$ cat config.mk
export PLATFORM = sky130hd
export DESIGN_NAME = beacon_element_scan_flat
export DESIGN_NICKNAME = d
export VERILOG_FILES = /design/src/hdl/bes_pkg.sv /design/src/hdl/bes_channels.sv /design/src/hdl/beacon_element_scan.sv /design/src/hdl/bes_dpath.sv /design/src/hdl/bes_ctrl.sv /design/src/flat_wrapper.sv
export SDC_FILE = /design/constraint.sdc
export NUM_CORES = 1
export LEC_CHECK = 0
export BUFFER_PORTS_ARGS = -buffer_cell sky130_fd_sc_hd__buf_2
export CAP_MARGIN = 20
export CORE_MARGIN = 8
export CORE_UTILIZATION = 60
export DETAILED_ROUTE_END_ITERATION = 7
export HOLD_SLACK_MARGIN = 0.12
export PLACE_DENSITY = 0.78
export SETUP_SLACK_MARGIN = 0.4
export SLEW_MARGIN = 20
export SYNTH_ARGS = -nofsm -noshare
export SYNTH_HDL_FRONTEND = slang
export SYNTH_HIERARCHICAL = 1
export SYNTH_SLANG_ARGS = --single-unit
$ cat constraint.sdc
create_clock -name clock -period 4.8 [get_ports clock]
set_input_delay 0.48 -clock clock [delete_from_list [all_inputs] [get_ports clock]]
set_output_delay 0.48 -clock clock [all_outputs]
set_load 0.1 [all_outputs]
$ cat src/hdl/bes_pkg.sv
`default_nettype none
// ---------------------------------------------------------------------------
// bes_pkg
// Shared types, constants and the address filter of the beacon element scan.
// ---------------------------------------------------------------------------
package bes_pkg;

   localparam int unsigned SsidMaxLen = 32;

   localparam logic [7:0]  TagSsid    = 8'h00;
   localparam logic [7:0]  TagRsn     = 8'h30;
   localparam logic [7:0]  TagVendor  = 8'hdd;
   localparam logic [47:0] WpaPattern = 48'h0050f2010100;
   localparam logic [2:0]  EncUnknown = 3'd4;

   // three-octet prefixes that drop a frame at any octet boundary
   localparam logic [23:0] PfxIpv4Mcast = 24'h01005e;
   localparam logic [23:0] PfxIpv6Node  = 24'h3333ff;
   localparam logic [23:0] PfxIpv6Mcast = 24'h333300;
   localparam logic [47:0] AddrStp      = 48'h0180c2000000;
   localparam logic [47:0] AddrZero     = 48'h000000000000;
   localparam logic [47:0] AddrBcast    = 48'hffffffffffff;

   typedef struct packed {
      logic       take;
      logic       clear;
      logic       load_hidden;
      logic       load_byte;
      logic       rd_en;
      logic [5:0] index;
   } cmd_type;

   typedef struct packed {
      logic filtered;
      logic hidden;
      logic out_last;
   } status_type;

   function automatic logic bssid_filtered(input logic [47:0] b);
      logic [23:0] w;
      logic        hit;
      hit = 1'b0;
      for (int p = 0; p < 4; p++) begin
         w = b[47 - 8 * p -: 24];
         if (w == PfxIpv4Mcast || w == PfxIpv6Node || w == PfxIpv6Mcast) begin
            hit = 1'b1;
         end
      end
      if (b == AddrStp || b == AddrZero || b == AddrBcast) begin
         hit = 1'b1;
      end
      return hit;
   endfunction

endpackage
`default_nettype wire

$ cat src/hdl/bes_channels.sv
`default_nettype none
// ---------------------------------------------------------------------------
// bes_channels
// Valid/ready channels for body bytes in and SSID report items out.
// ---------------------------------------------------------------------------
interface bes_req_if;
   logic        valid;
   logic        ready;
   logic [7:0]  body_byte;
   logic        frame_end;
   logic [47:0] bssid;

   modport source (output valid, output body_byte, output frame_end, output bssid,
                   input ready);
   modport sink   (input valid, input body_byte, input frame_end, input bssid,
                   output ready);
endinterface

interface bes_rsp_if;
   logic       valid;
   logic       ready;
   logic [2:0] enc_class;
   logic       hidden;
   logic [5:0] ssid_length;
   logic [7:0] ssid_byte;
   logic [4:0] byte_index;
   logic       run_last;

   modport source (output valid, output enc_class, output hidden, output ssid_length,
                   output ssid_byte, output byte_index, output run_last, input ready);
   modport sink   (input valid, input enc_class, input hidden, input ssid_length,
                   input ssid_byte, input byte_index, input run_last, output ready);
endinterface
`default_nettype wire

$ cat src/hdl/beacon_element_scan.sv
`default_nettype none
// ---------------------------------------------------------------------------
// beacon_element_scan
// Parses beacon information elements and reports SSID and encryption class.
// ---------------------------------------------------------------------------
// body bytes: one transaction per cycle while no frame is being decided or reported
// frame end to first result: decide state, registered store read, result register
// a hidden report skips the store read and is loaded in the decide state
// each further SSID byte: once the item is taken, a store read, then the result register
// a filtered frame is cleared in the decide state and gives no result
// reset is synchronous and clears all parser and sequencer state, no sweep
module beacon_element_scan #(
   parameter int unsigned SSID_BYTES = 32
) (
   input  wire logic  clock,
   input  wire logic  reset,
   bes_req_if.sink    req_bus,
   bes_rsp_if.source  rsp_bus
);

   bes_pkg::cmd_type    cmd;
   bes_pkg::status_type status;

   bes_ctrl u_ctrl (
      .clock         (clock),
      .reset         (reset),
      .req_valid     (req_bus.valid),
      .req_frame_end (req_bus.frame_end),
      .req_ready     (req_bus.ready),
      .rsp_valid     (rsp_bus.valid),
      .rsp_ready     (rsp_bus.ready),
      .status        (status),
      .cmd           (cmd)
   );

   bes_dpath #(
      .SSID_BYTES (SSID_BYTES)
   ) u_dpath (
      .clock       (clock),
      .reset       (reset),
      .cmd         (cmd),
      .body_byte   (req_bus.body_byte),
      .frame_end   (req_bus.frame_end),
      .bssid       (req_bus.bssid),
      .status      (status),
      .enc_class   (rsp_bus.enc_class),
      .hidden      (rsp_bus.hidden),
      .ssid_length (rsp_bus.ssid_length),
      .ssid_byte   (rsp_bus.ssid_byte),
      .byte_index  (rsp_bus.byte_index),
      .run_last    (rsp_bus.run_last)
   );

endmodule
`default_nettype wire

$ cat src/hdl/bes_dpath.sv
`default_nettype none
// ---------------------------------------------------------------------------
// bes_dpath
// Element parser registers, SSID store and the result register.
// ---------------------------------------------------------------------------
module bes_dpath #(
   parameter int unsigned SSID_BYTES = 32
) (
   input  wire logic                clock,
   input  wire logic                reset,
   input  wire bes_pkg::cmd_type    cmd,
   input  wire logic [7:0]          body_byte,
   input  wire logic                frame_end,
   input  wire logic [47:0]         bssid,
   output bes_pkg::status_type      status,
   output logic [2:0]               enc_class,
   output logic                     hidden,
   output logic [5:0]               ssid_length,
   output logic [7:0]               ssid_byte,
   output logic [4:0]               byte_index,
   output logic                     run_last
);

   localparam int unsigned AddrW = (SSID_BYTES > 1) ? $clog2(SSID_BYTES) : 1;
   localparam int unsigned Limit =
      (SSID_BYTES < bes_pkg::SsidMaxLen) ? SSID_BYTES : bes_pkg::SsidMaxLen;

   typedef enum logic [1:0] {PH_TAG, PH_LEN, PH_BODY} phase_type;

   phase_type   phase_ff, phase_in;
   logic [7:0]  tag_ff, tag_in;
   logic [7:0]  remaining_ff, remaining_in;
   logic [7:0]  offset_ff, offset_in;
   logic [47:0] window_ff, window_in;
   logic        found_ff, found_in;
   logic [2:0]  sum_ff, sum_in;
   logic [7:0]  count_ff, count_in;
   logic        printable_ff, printable_in;
   logic        filtered_ff;
   logic [1:0]  enc_inc;
   logic [3:0]  enc_total;
   logic        wr_en;

   logic [7:0]  ssid_mem [SSID_BYTES];
   logic [7:0]  rd_data_ff;

   logic [2:0]  enc_ff;
   logic        hidden_ff;
   logic [5:0]  len_ff;
   logic [7:0]  byte_ff;
   logic [4:0]  index_ff;
   logic        last_ff;

   always_comb begin
      phase_in     = phase_ff;
      tag_in       = tag_ff;
      remaining_in = remaining_ff;
      offset_in    = offset_ff;
      window_in    = window_ff;
      found_in     = found_ff;
      count_in     = count_ff;
      printable_in = printable_ff;
      enc_inc      = 2'd0;
      wr_en        = 1'b0;
      if (cmd.take) begin
         unique case (phase_ff)
            PH_TAG: begin
               tag_in    = body_byte;
               offset_in = 8'd0;
               if (body_byte == bes_pkg::TagSsid) begin
                  count_in     = 8'd0;
                  printable_in = 1'b1;
               end else if (body_byte == bes_pkg::TagRsn) begin
                  enc_inc = 2'd2;
               end else if (body_byte == bes_pkg::TagVendor) begin
                  window_in = 48'd0;
                  found_in  = 1'b0;
               end
               phase_in = PH_LEN;
            end
            PH_LEN: begin
               remaining_in = body_byte;
               phase_in     = (body_byte == 8'd0) ? PH_TAG : PH_BODY;
            end
            PH_BODY: begin
               if (tag_ff == bes_pkg::TagSsid) begin
                  wr_en = (count_ff < 8'(SSID_BYTES));
                  if (body_byte < 8'd32 || body_byte > 8'd127) begin
                     printable_in = 1'b0;
                  end
                  if (count_ff != 8'hff) begin
                     count_in = count_ff + 8'd1;
                  end
               end else if (tag_ff == bes_pkg::TagVendor) begin
                  window_in = {window_ff[39:0], body_byte};
                  if (offset_ff != 8'hff) begin
                     offset_in = offset_ff + 8'd1;
                  end
                  // the pattern opens with a zero octet, so wait for six bytes
                  if (!found_ff && offset_in >= 8'd6 && window_in == bes_pkg::WpaPattern) begin
                     found_in = 1'b1;
                     enc_inc  = 2'd1;
                  end
               end
               remaining_in = remaining_ff - 8'd1;
               if (remaining_in == 8'd0) begin
                  phase_in = PH_TAG;
               end
            end
            default: begin
               phase_in = PH_TAG;
            end
         endcase
      end
      enc_total = {1'b0, sum_ff} + {2'b00, enc_inc};
      sum_in    = (enc_total > {1'b0, bes_pkg::EncUnknown}) ? bes_pkg::EncUnknown
                                                             : enc_total[2:0];
   end

   always_ff @(posedge clock) begin
      if (reset || cmd.clear) begin
         phase_ff     <= PH_TAG;
         tag_ff       <= 8'd0;
         remaining_ff <= 8'd0;
         offset_ff    <= 8'd0;
         window_ff    <= 48'd0;
         found_ff     <= 1'b0;
         sum_ff       <= 3'd0;
         count_ff     <= 8'd0;
         printable_ff <= 1'b1;
         filtered_ff  <= 1'b0;
      end else begin
         phase_ff     <= phase_in;
         tag_ff       <= tag_in;
         remaining_ff <= remaining_in;
         offset_ff    <= offset_in;
         window_ff    <= window_in;
         found_ff     <= found_in;
         sum_ff       <= sum_in;
         count_ff     <= count_in;
         printable_ff <= printable_in;
         if (cmd.take && frame_end) begin
            filtered_ff <= bes_pkg::bssid_filtered(bssid);
         end
      end
   end

   // ssid store: one write and one registered read port
   always_ff @(posedge clock) begin
      if (wr_en) begin
         ssid_mem[count_ff[AddrW-1:0]] <= body_byte;
      end
      if (cmd.rd_en) begin
         rd_data_ff <= ssid_mem[cmd.index[AddrW-1:0]];
      end
   end

   always_ff @(posedge clock) begin
      if (reset) begin
         last_ff <= 1'b0;
      end else if (cmd.load_hidden) begin
         enc_ff    <= sum_ff;
         hidden_ff <= 1'b1;
         len_ff    <= 6'd0;
         byte_ff   <= 8'd0;
         index_ff  <= 5'd0;
         last_ff   <= 1'b1;
      end else if (cmd.load_byte) begin
         enc_ff    <= sum_ff;
         hidden_ff <= 1'b0;
         len_ff    <= count_ff[5:0];
         byte_ff   <= rd_data_ff;
         index_ff  <= cmd.index[4:0];
         last_ff   <= ({2'b00, cmd.index} + 8'd1 == count_ff);
      end
   end

   assign status.filtered = filtered_ff;
   assign status.hidden   = (count_ff == 8'd0) || (count_ff > 8'(Limit)) || !printable_ff;
   assign status.out_last = last_ff;

   assign enc_class   = enc_ff;
   assign hidden      = hidden_ff;
   assign ssid_length = len_ff;
   assign ssid_byte   = byte_ff;
   assign byte_index  = index_ff;
   assign run_last    = last_ff;

endmodule
`default_nettype wire

$ cat src/hdl/bes_ctrl.sv
`default_nettype none
// ---------------------------------------------------------------------------
// bes_ctrl
// Sequencer: takes body bytes, then sends a hidden report or walks the store.
// ---------------------------------------------------------------------------
module bes_ctrl (
   input  wire logic                clock,
   input  wire logic                reset,
   input  wire logic                req_valid,
   input  wire logic                req_frame_end,
   output logic                     req_ready,
   output logic                     rsp_valid,
   input  wire logic                rsp_ready,
   input  wire bes_pkg::status_type status,
   output bes_pkg::cmd_type         cmd
);

   typedef enum logic [1:0] {S_TAKE, S_DECIDE, S_READ, S_SEND} state_type;

   state_type  state_ff;
   logic       rsp_valid_ff;
   logic [5:0] idx_ff;

   always_comb begin
      cmd = '0;
      unique case (state_ff)
         S_TAKE: begin
            cmd.take = req_valid;
         end
         S_DECIDE: begin
            priority if (status.filtered) begin
               cmd.clear = 1'b1;
            end else if (status.hidden) begin
               cmd.load_hidden = 1'b1;
            end else begin
               cmd.rd_en = 1'b1;
               cmd.index = 6'd0;
            end
         end
         S_READ: begin
            cmd.load_byte = 1'b1;
            cmd.index     = idx_ff;
         end
         S_SEND: begin
            if (rsp_ready) begin
               if (status.out_last) begin
                  cmd.clear = 1'b1;
               end else begin
                  cmd.rd_en = 1'b1;
                  cmd.index = idx_ff + 6'd1;
               end
            end
         end
         default: begin
            cmd = '0;
         end
      endcase
   end

   always_ff @(posedge clock) begin
      if (reset) begin
         state_ff     <= S_TAKE;
         rsp_valid_ff <= 1'b0;
         idx_ff       <= 6'd0;
      end else begin
         unique case (state_ff)
            S_TAKE: begin
               if (req_valid && req_frame_end) begin
                  state_ff <= S_DECIDE;
               end
            end
            S_DECIDE: begin
               priority if (status.filtered) begin
                  state_ff <= S_TAKE;
               end else if (status.hidden) begin
                  rsp_valid_ff <= 1'b1;
                  state_ff     <= S_SEND;
               end else begin
                  idx_ff   <= 6'd0;
                  state_ff <= S_READ;
               end
            end
            S_READ: begin
               rsp_valid_ff <= 1'b1;
               state_ff     <= S_SEND;
            end
            S_SEND: begin
               if (rsp_ready) begin
                  rsp_valid_ff <= 1'b0;
                  if (status.out_last) begin
                     state_ff <= S_TAKE;
                  end else begin
                     idx_ff   <= idx_ff + 6'd1;
                     state_ff <= S_READ;
                  end
               end
            end
            default: begin
               state_ff <= S_TAKE;
            end
         endcase
      end
   end

   assign req_ready = (state_ff == S_TAKE);
   assign rsp_valid = rsp_valid_ff;

endmodule
`default_nettype wire

$ cat src/flat_wrapper.sv
// flat-port wrapper written by rule: the top's interface ports become plain ports
module beacon_element_scan_flat 
#(
   parameter int unsigned SSID_BYTES = 32
)
  (clock, reset, req_bus_valid, req_bus_body_byte, req_bus_frame_end, req_bus_bssid, req_bus_ready, rsp_bus_valid, rsp_bus_enc_class, rsp_bus_hidden, rsp_bus_ssid_length, rsp_bus_ssid_byte, rsp_bus_byte_index, rsp_bus_run_last, rsp_bus_ready);
  bes_req_if req_bus_i ();
  bes_rsp_if rsp_bus_i ();
  input  wire logic clock;
  input  wire logic reset;
  input wire logic [$bits(req_bus_i.valid)-1:0] req_bus_valid;
  input wire logic [$bits(req_bus_i.body_byte)-1:0] req_bus_body_byte;
  input wire logic [$bits(req_bus_i.frame_end)-1:0] req_bus_frame_end;
  input wire logic [$bits(req_bus_i.bssid)-1:0] req_bus_bssid;
  output wire logic [$bits(req_bus_i.ready)-1:0] req_bus_ready;
  output wire logic [$bits(rsp_bus_i.valid)-1:0] rsp_bus_valid;
  output wire logic [$bits(rsp_bus_i.enc_class)-1:0] rsp_bus_enc_class;
  output wire logic [$bits(rsp_bus_i.hidden)-1:0] rsp_bus_hidden;
  output wire logic [$bits(rsp_bus_i.ssid_length)-1:0] rsp_bus_ssid_length;
  output wire logic [$bits(rsp_bus_i.ssid_byte)-1:0] rsp_bus_ssid_byte;
  output wire logic [$bits(rsp_bus_i.byte_index)-1:0] rsp_bus_byte_index;
  output wire logic [$bits(rsp_bus_i.run_last)-1:0] rsp_bus_run_last;
  input wire logic [$bits(rsp_bus_i.ready)-1:0] rsp_bus_ready;
  assign req_bus_i.valid = req_bus_valid;
  assign req_bus_i.body_byte = req_bus_body_byte;
  assign req_bus_i.frame_end = req_bus_frame_end;
  assign req_bus_i.bssid = req_bus_bssid;
  assign req_bus_ready = req_bus_i.ready;
  assign rsp_bus_valid = rsp_bus_i.valid;
  assign rsp_bus_enc_class = rsp_bus_i.enc_class;
  assign rsp_bus_hidden = rsp_bus_i.hidden;
  assign rsp_bus_ssid_length = rsp_bus_i.ssid_length;
  assign rsp_bus_ssid_byte = rsp_bus_i.ssid_byte;
  assign rsp_bus_byte_index = rsp_bus_i.byte_index;
  assign rsp_bus_run_last = rsp_bus_i.run_last;
  assign rsp_bus_i.ready = rsp_bus_ready;
  beacon_element_scan #(.SSID_BYTES(SSID_BYTES)) u_core (.clock(clock), .reset(reset), .req_bus(req_bus_i), .rsp_bus(rsp_bus_i));
endmodule
# After elaboration in Yosys (flattened, before gate mapping)

Memory sizes are Yosys's and may differ from the RTL's. A register that Yosys moved wholly into a read port is not among the register bits.
Cells that the tools add are included.

Bits of input ports: 61
Register bits after elaboration: 113
Output and inout port bits: 26
Word-level logic and storage cells: 211
Bits in writable memories: 256
Memories: 1

Memory list:

| name                    | words | width | rd ports | clocked after memory_dff | wr ports | RTL line        | RTL |
|---|---|---|---|---|---|---|---|
| u_core.u_dpath.ssid_mem | 32    | 8     | 1        | 1                        | 1        | bes_dpath.sv:44 | `logic [7:0] ssid_mem [SSID_BYTES];` |

Reductions and logical operators: 45
Multiplexer cells: 89
Add/subtract/negate cells: 6
Equal/unequal tests: 43
Magnitude comparators: 6
Bitwise logic cells: 1

Operators by type and width:

| cell                   | count |
|---|---|
| $mux W40               | 5 |
| $eq A24 B22 Y1 const B | 8 |
| $eq A24 B17 Y1 const B | 4 |
| $mux W8                | 11 |
| $pmux W40 S2           | 1 |
| $eq A48 B39 Y1 const B | 1 |
| $eq A48 B41 Y1 const B | 1 |
| $eq A48 B48 Y1 const B | 1 |
| $logic_not A48 Y1      | 1 |
| $pmux W8 S2            | 3 |
| $mux W1                | 37 |
| $logic_not A8 Y1       | 4 |
| $mux W6                | 5 |
| $ne A2 B2 Y1 const B   | 15 |
| $mux W7                | 4 |
| $mux W2                | 9 |
| $pmux W6 S3            | 1 |
| $add A8 B1 Y8 const B  | 2 |
| $eq A8 B8 Y1 const B   | 2 |
| $lt A8 B6 Y1 const B   | 2 |
| $ne A8 B8 Y1 const B   | 2 |
| $reduce_and A5 Y1      | 3 |
| $logic_or A1 B1 Y1     | 14 |
| $pmux W6 S2            | 1 |
| 31 further kinds       | 53 |

# Depth between registers and ports, before layout

Word-level depth: 17
Depth in mapped cells: 15
Mapped depth without buffers: 14

# Modules after synthesis

The synthesis kept the hierarchy.

By module, submodules not included:

| module    | instances | cells each | area each (µm²) | seq. area each (µm²) |
|---|---|---|---|---|
| bes_dpath | 1         | 1111       | 15394.8         | 10239.8 |
| bes_ctrl  | 1         | 87         | 628.1           | 180.2 |

# Worst setup path before layout

OpenSTA, ideal clock, no wires.

Kind: register to register
From: reg u_core.u_ctrl.state_ff[0]
To: reg u_core.u_dpath.sum_ff[0]
Setup time: 0.061 ns
Path buffers: 2
Cell stages (with the launch flop): 15
Period minus slack after synthesis: 4.215 ns
Setup slack: 0.585 ns
Data arrival time: 4.155 ns
Data required time: 4.739 ns
Cell sequence: dfxtp_1 > clkbuf_1 > nor2_1 > and2_1 > clkbuf_1 > nand4bb_1 > or4_1 > nor2_1 > ha_1 > inv_1 > fa_1 > inv_1 > nand3_1 > o21ai_0 > and3_1

RTL lines:

| what                   | RTL line         | RTL |
|---|---|---|
| start, declared        | bes_ctrl.sv:20   | `state_type state_ff;` |
| start signal, assigned | bes_ctrl.sv:62   | `state_ff <= S_TAKE;` |
| start signal, assigned | bes_ctrl.sv:69   | `state_ff <= S_DECIDE;` |
| start signal, assigned | bes_ctrl.sv:74   | `state_ff <= S_TAKE;` |
| end signal, assigned   | bes_dpath.sv:139 | `sum_ff <= sum_in;` |
| end, declared          | bes_dpath.sv:36  | `logic [2:0] sum_ff, sum_in;` |

==> summary.txt <==
R2R depth: 7
Core box area: 0.02658 mm²
Synth async-reset ratio: 0
Max FO, Critical Path: 15
Dominant register cell in the synthesized netlist: edfxtp_1
Largest net degree at the start of global routing: 62
Clock Path Buffers: 3
Worst Path Buf+Inv: 0
Total wire length after detailed routing: 37900 µm
Cell Pwr Density: 391.3 mW/mm²
Placer congestion estimate: 0.8775
Antenna Nets Post-Route: 0
Final hold vios: 0
Slowest library cell on the worst path: nor2_1
Residual DRC count: 0
GRT Total Usage: 0.2274
Unrepaired setup endpoints after global routing: false
P&R area growth vs syn: 13.03%
Initial Util: 0.6029
Post-DP Area: 0.01682 mm²
Family with the most delay on the worst path: simple AND/OR/NAND/NOR gates
Worst Setup Start Kind: flop
Clk slew on worst S/H paths: 0.06 ns
Clk Tree Root Cell: clkbuf_16
DP HPWL: 24210 µm
Worst skew pair latency: 0.53 ns
Worst EP arrival: 3.76 ns
Min-delay src: req_bus_valid
DIE AREA: 0.03219 mm²
Yosys Warn Count: 6
CP required: 4.95 ns
Die Y-Extent: 179.4 µm
Chip Width: 179.4 µm
TritonCTS Buffers: 38
Vias per std cell: 6.402
Final std cells w/o fill: 1651
Fin Setup TNS: 0 ns
CTS tree: done
CP max stage delay: 0.82 ns
CP endpoint kind: flop
IO Port Bufs: 86
Slew Limit Fails: 0
Sequential share of the synthesized area: 0.6503
Post-layout min period: 3.611 ns
Final period util: 0.7523
Worst path cell trace: nor2_1, and2_1, nand4bb_1, nand3b_1, nor4_1, nand2_1, nor2_1
Synth Register Bits: 377
Worst vdd ir: 0.3290 mV
Length of the first detailed-routing pass in iterations: 5
Critical path type: flop to flop
Post-synth EDFFs: 287
Setup bufs post-CTS: 0
Multi-input logic area: 0.005308 mm²
R2R Path End: u_core/u_dpath/ssid_mem[23][5]$_DFFE_PP_
Crit. Startpoint: u_core/u_ctrl/state_ff[0]$_SDFFE_PP0P_
NumNets Final: 1355
CP most frequent cell: nor2_1
Vias in the first global route: 10.36k
Total global routing overflow: 0
Syn_area_per_cell: 13.37 µm²
Final hold slack: 0.2451 ns
Final clock skew: 0.02860 ns
DR WL/cell: 22.96 µm
Number of DRC markers in iteration 0: 1140
Crit path to: u_core/u_dpath/ssid_mem[23][5]$_DFFE_PP_
Status: completed
Slew margin rel.: 0.2807
Sinks on Clock Net: 377
Syn Inst Count: 1198
Final Setup Violations: 0
H-tree Lvls: 2
Slew @ Worst Pin: 1.072 ns
Hold Buf Count CTS: 0
Syn Nets: 1274
First-pass GRT wire length: 58620 µm
Max_cap viols: 0
Ports: 87
# resized after CTS: 0
Cell variety after synth: 66
Std cell rows: 60
Fillers: 1854
Vias: 10.57k
Layout cell share with drive strength beyond 1: 0.1665
Initial antenna violation count: 1
Levels on crit path: 7
Critical R2R Launch: u_core/u_ctrl/state_ff[0]$_SDFFE_PP0P_
Post-Place Cells: 1580
Reg2Reg Setup Slack: 1.19 ns
Leakage: 5.738 nW
Max Clk Rate: 276.9 MHz
Synthesized area: 0.01602 mm²
Hold crit path type: input pin to flop
Design area: 0.01811 mm²
Reg area: 0.01042 mm²
-- stage by stage --
| step | setup WS [ns] | util | total power [mW] |
|---|---|---|---|
| floorplan | 0.5847 | - | 3.970 |
| global placement | 1.348 | 0.6330 | 4.120 |
| detailed placement | 1.304 | 0.6330 | 4.131 |
| CTS | 1.238 | 0.6813 | 7.117 |
| global route | 1.017 | 0.6814 | 7.273 |
| finish | 1.189 | 0.6815 | 7.086 |
-- worst min-delay path, delay by kind of cell --
kind	cells	cell delay, ns
buffers and inverters	1	0.10
AOI/OAI and AO/OA	1	0.08
and+or+nand+nor	1	0.07
-- layout by cell type (no fill, tap or decap), types with 9 or more instances in the layout --
cell         n
buf_4       18
a22oi_1     43
nor4_1      18
a21oi_1     36
clkbuf_16   39
nor2b_1     34
nand3b_1    10
nand4_1     23
ha_1        14
nor2_1     130
and3_1      10
xnor2_1      9
o21ai_0     16
buf_2       86
nor3_1      12
mux2i_1     56
nand3_1     31
clkinv_1    10
dfxtp_1     90
edfxtp_1   287
o21ai_1     11
inv_1       16
xor2_1      10
mux4_2      40
nand2_1     97
o221ai_1    33
-- layout make-up --
type | instances | area share
flip-flops and latches | 377 | 0.5754
diodes | 1 | 0.0001382
clock buffers | 45 | 0.05569
well taps | 341 | 0.02356
repair buffers | 106 | 0.03344
inverters | 17 | 0.003524
multi-input cells | 739 | 0.2931
clock inverters | 25 | 0.01520
-- layer usage --
layer	GRT usage	vias to the layer above	routed length, µm
met1	0.3028	5276	15930
met2	0.3733	429	18250
met3	0.03609	77	2571
met5	0	-	0
li1	-	4788	-
met4	0.08636	0	1150
-- how the worst min path moves through the flow --
stage | endpoint | slack (ns) | cells after the start
3_3_place_gp | u_core/u_dpath/enc_class[0]$_DFFE_PP_ | 0.44 | 0
5_1_grt | u_core/u_ctrl/state_ff[0]$_SDFFE_PP0P_ | 0.27 | 3
4_1_cts | u_core/u_ctrl/state_ff[0]$_SDFFE_PP0P_ | 0.23 | 3
6_report | u_core/u_ctrl/state_ff[0]$_SDFFE_PP0P_ | 0.25 | 3
3_5_place_dp | u_core/u_dpath/enc_class[2]$_DFFE_PP_ | 0.45 | 0
2_1_floorplan | u_core/u_dpath/enc_class[0]$_DFFE_PP_ | 0.41 | 0
-- cell usage after synthesis, drive strengths merged (8+ instances only) --
master | n | area [µm²]
edfxtp | 287 | 8618
nand4 | 23 | 143.9
nand3 | 31 | 155.2
and2 | 8 | 50.05
and3 | 10 | 62.56
dfxtp | 90 | 1802
nor4 | 18 | 112.6
mux4 | 40 | 900.9
nand3b | 10 | 75.07
buf | 20 | 96.34
mux2i | 56 | 560.5
clkbuf | 45 | 168.9
xnor2 | 9 | 78.83
ha | 14 | 175.2
a21oi | 38 | 190.2
o21ai | 27 | 135.1
nor3 | 12 | 60.06
nor2b | 34 | 212.7
xor2 | 10 | 87.58
a22oi | 43 | 322.8
nor2 | 132 | 495.5
inv | 16 | 60.06
o221ai | 33 | 289.0
nand2 | 97 | 364.1
-- report_power, final --
part / internal (mW) / total [mW] / switching, mW / leakage [nW]
clock: 1.78 / 3.02 / 1.24 / 0.618
sequential: 3.54 / 3.57 / 0.0276 / 3.32
combinational: 0.116 / 0.494 / 0.377 / 1.80
total: 5.44 / 7.09 / 1.64 / 5.74
-- state kept, by name, indices dropped and copies added (netlist names) --
name	count
u_core/u_ctrl/idx_ff	6
u_core/u_ctrl/rsp_valid	1
u_core/u_ctrl/state_ff	2
u_core/u_dpath/byte_index	5
u_core/u_dpath/count_ff	8
u_core/u_dpath/enc_class	3
u_core/u_dpath/filtered_ff	1
u_core/u_dpath/found_ff	1
u_core/u_dpath/hidden	1
u_core/u_dpath/offset_ff	8
u_core/u_dpath/phase_ff	2
u_core/u_dpath/printable_ff	1
u_core/u_dpath/rd_data_ff	8
u_core/u_dpath/remaining_ff	8
u_core/u_dpath/run_last	1
u_core/u_dpath/ssid_byte	8
u_core/u_dpath/ssid_length	6
u_core/u_dpath/ssid_mem	256
u_core/u_dpath/sum_ff	3
u_core/u_dpath/tag_ff	8
u_core/u_dpath/window_ff	40
-- kinds of logic (layout without fill, tap and decap cells) --
| logic type | after synthesis | after routing | share of synthesized area |
|---|---|---|---|
| AO/OA/AOI/OAI | 186 | 186 | 0.08153 |
| XOR/XNOR | 19 | 19 | 0.01039 |
| adder cells (fa/ha/maj) | 15 | 15 | 0.01218 |
| buffers and inverters | 82 | 193 | 0.02054 |
| flip-flops | 377 | 377 | 0.6503 |
| multiplexers | 101 | 101 | 0.09472 |
| other | 0 | 1 | 0 |
| AND/OR/NAND/NOR | 418 | 418 | 0.1303 |
(Power assumes the default switching activity.)
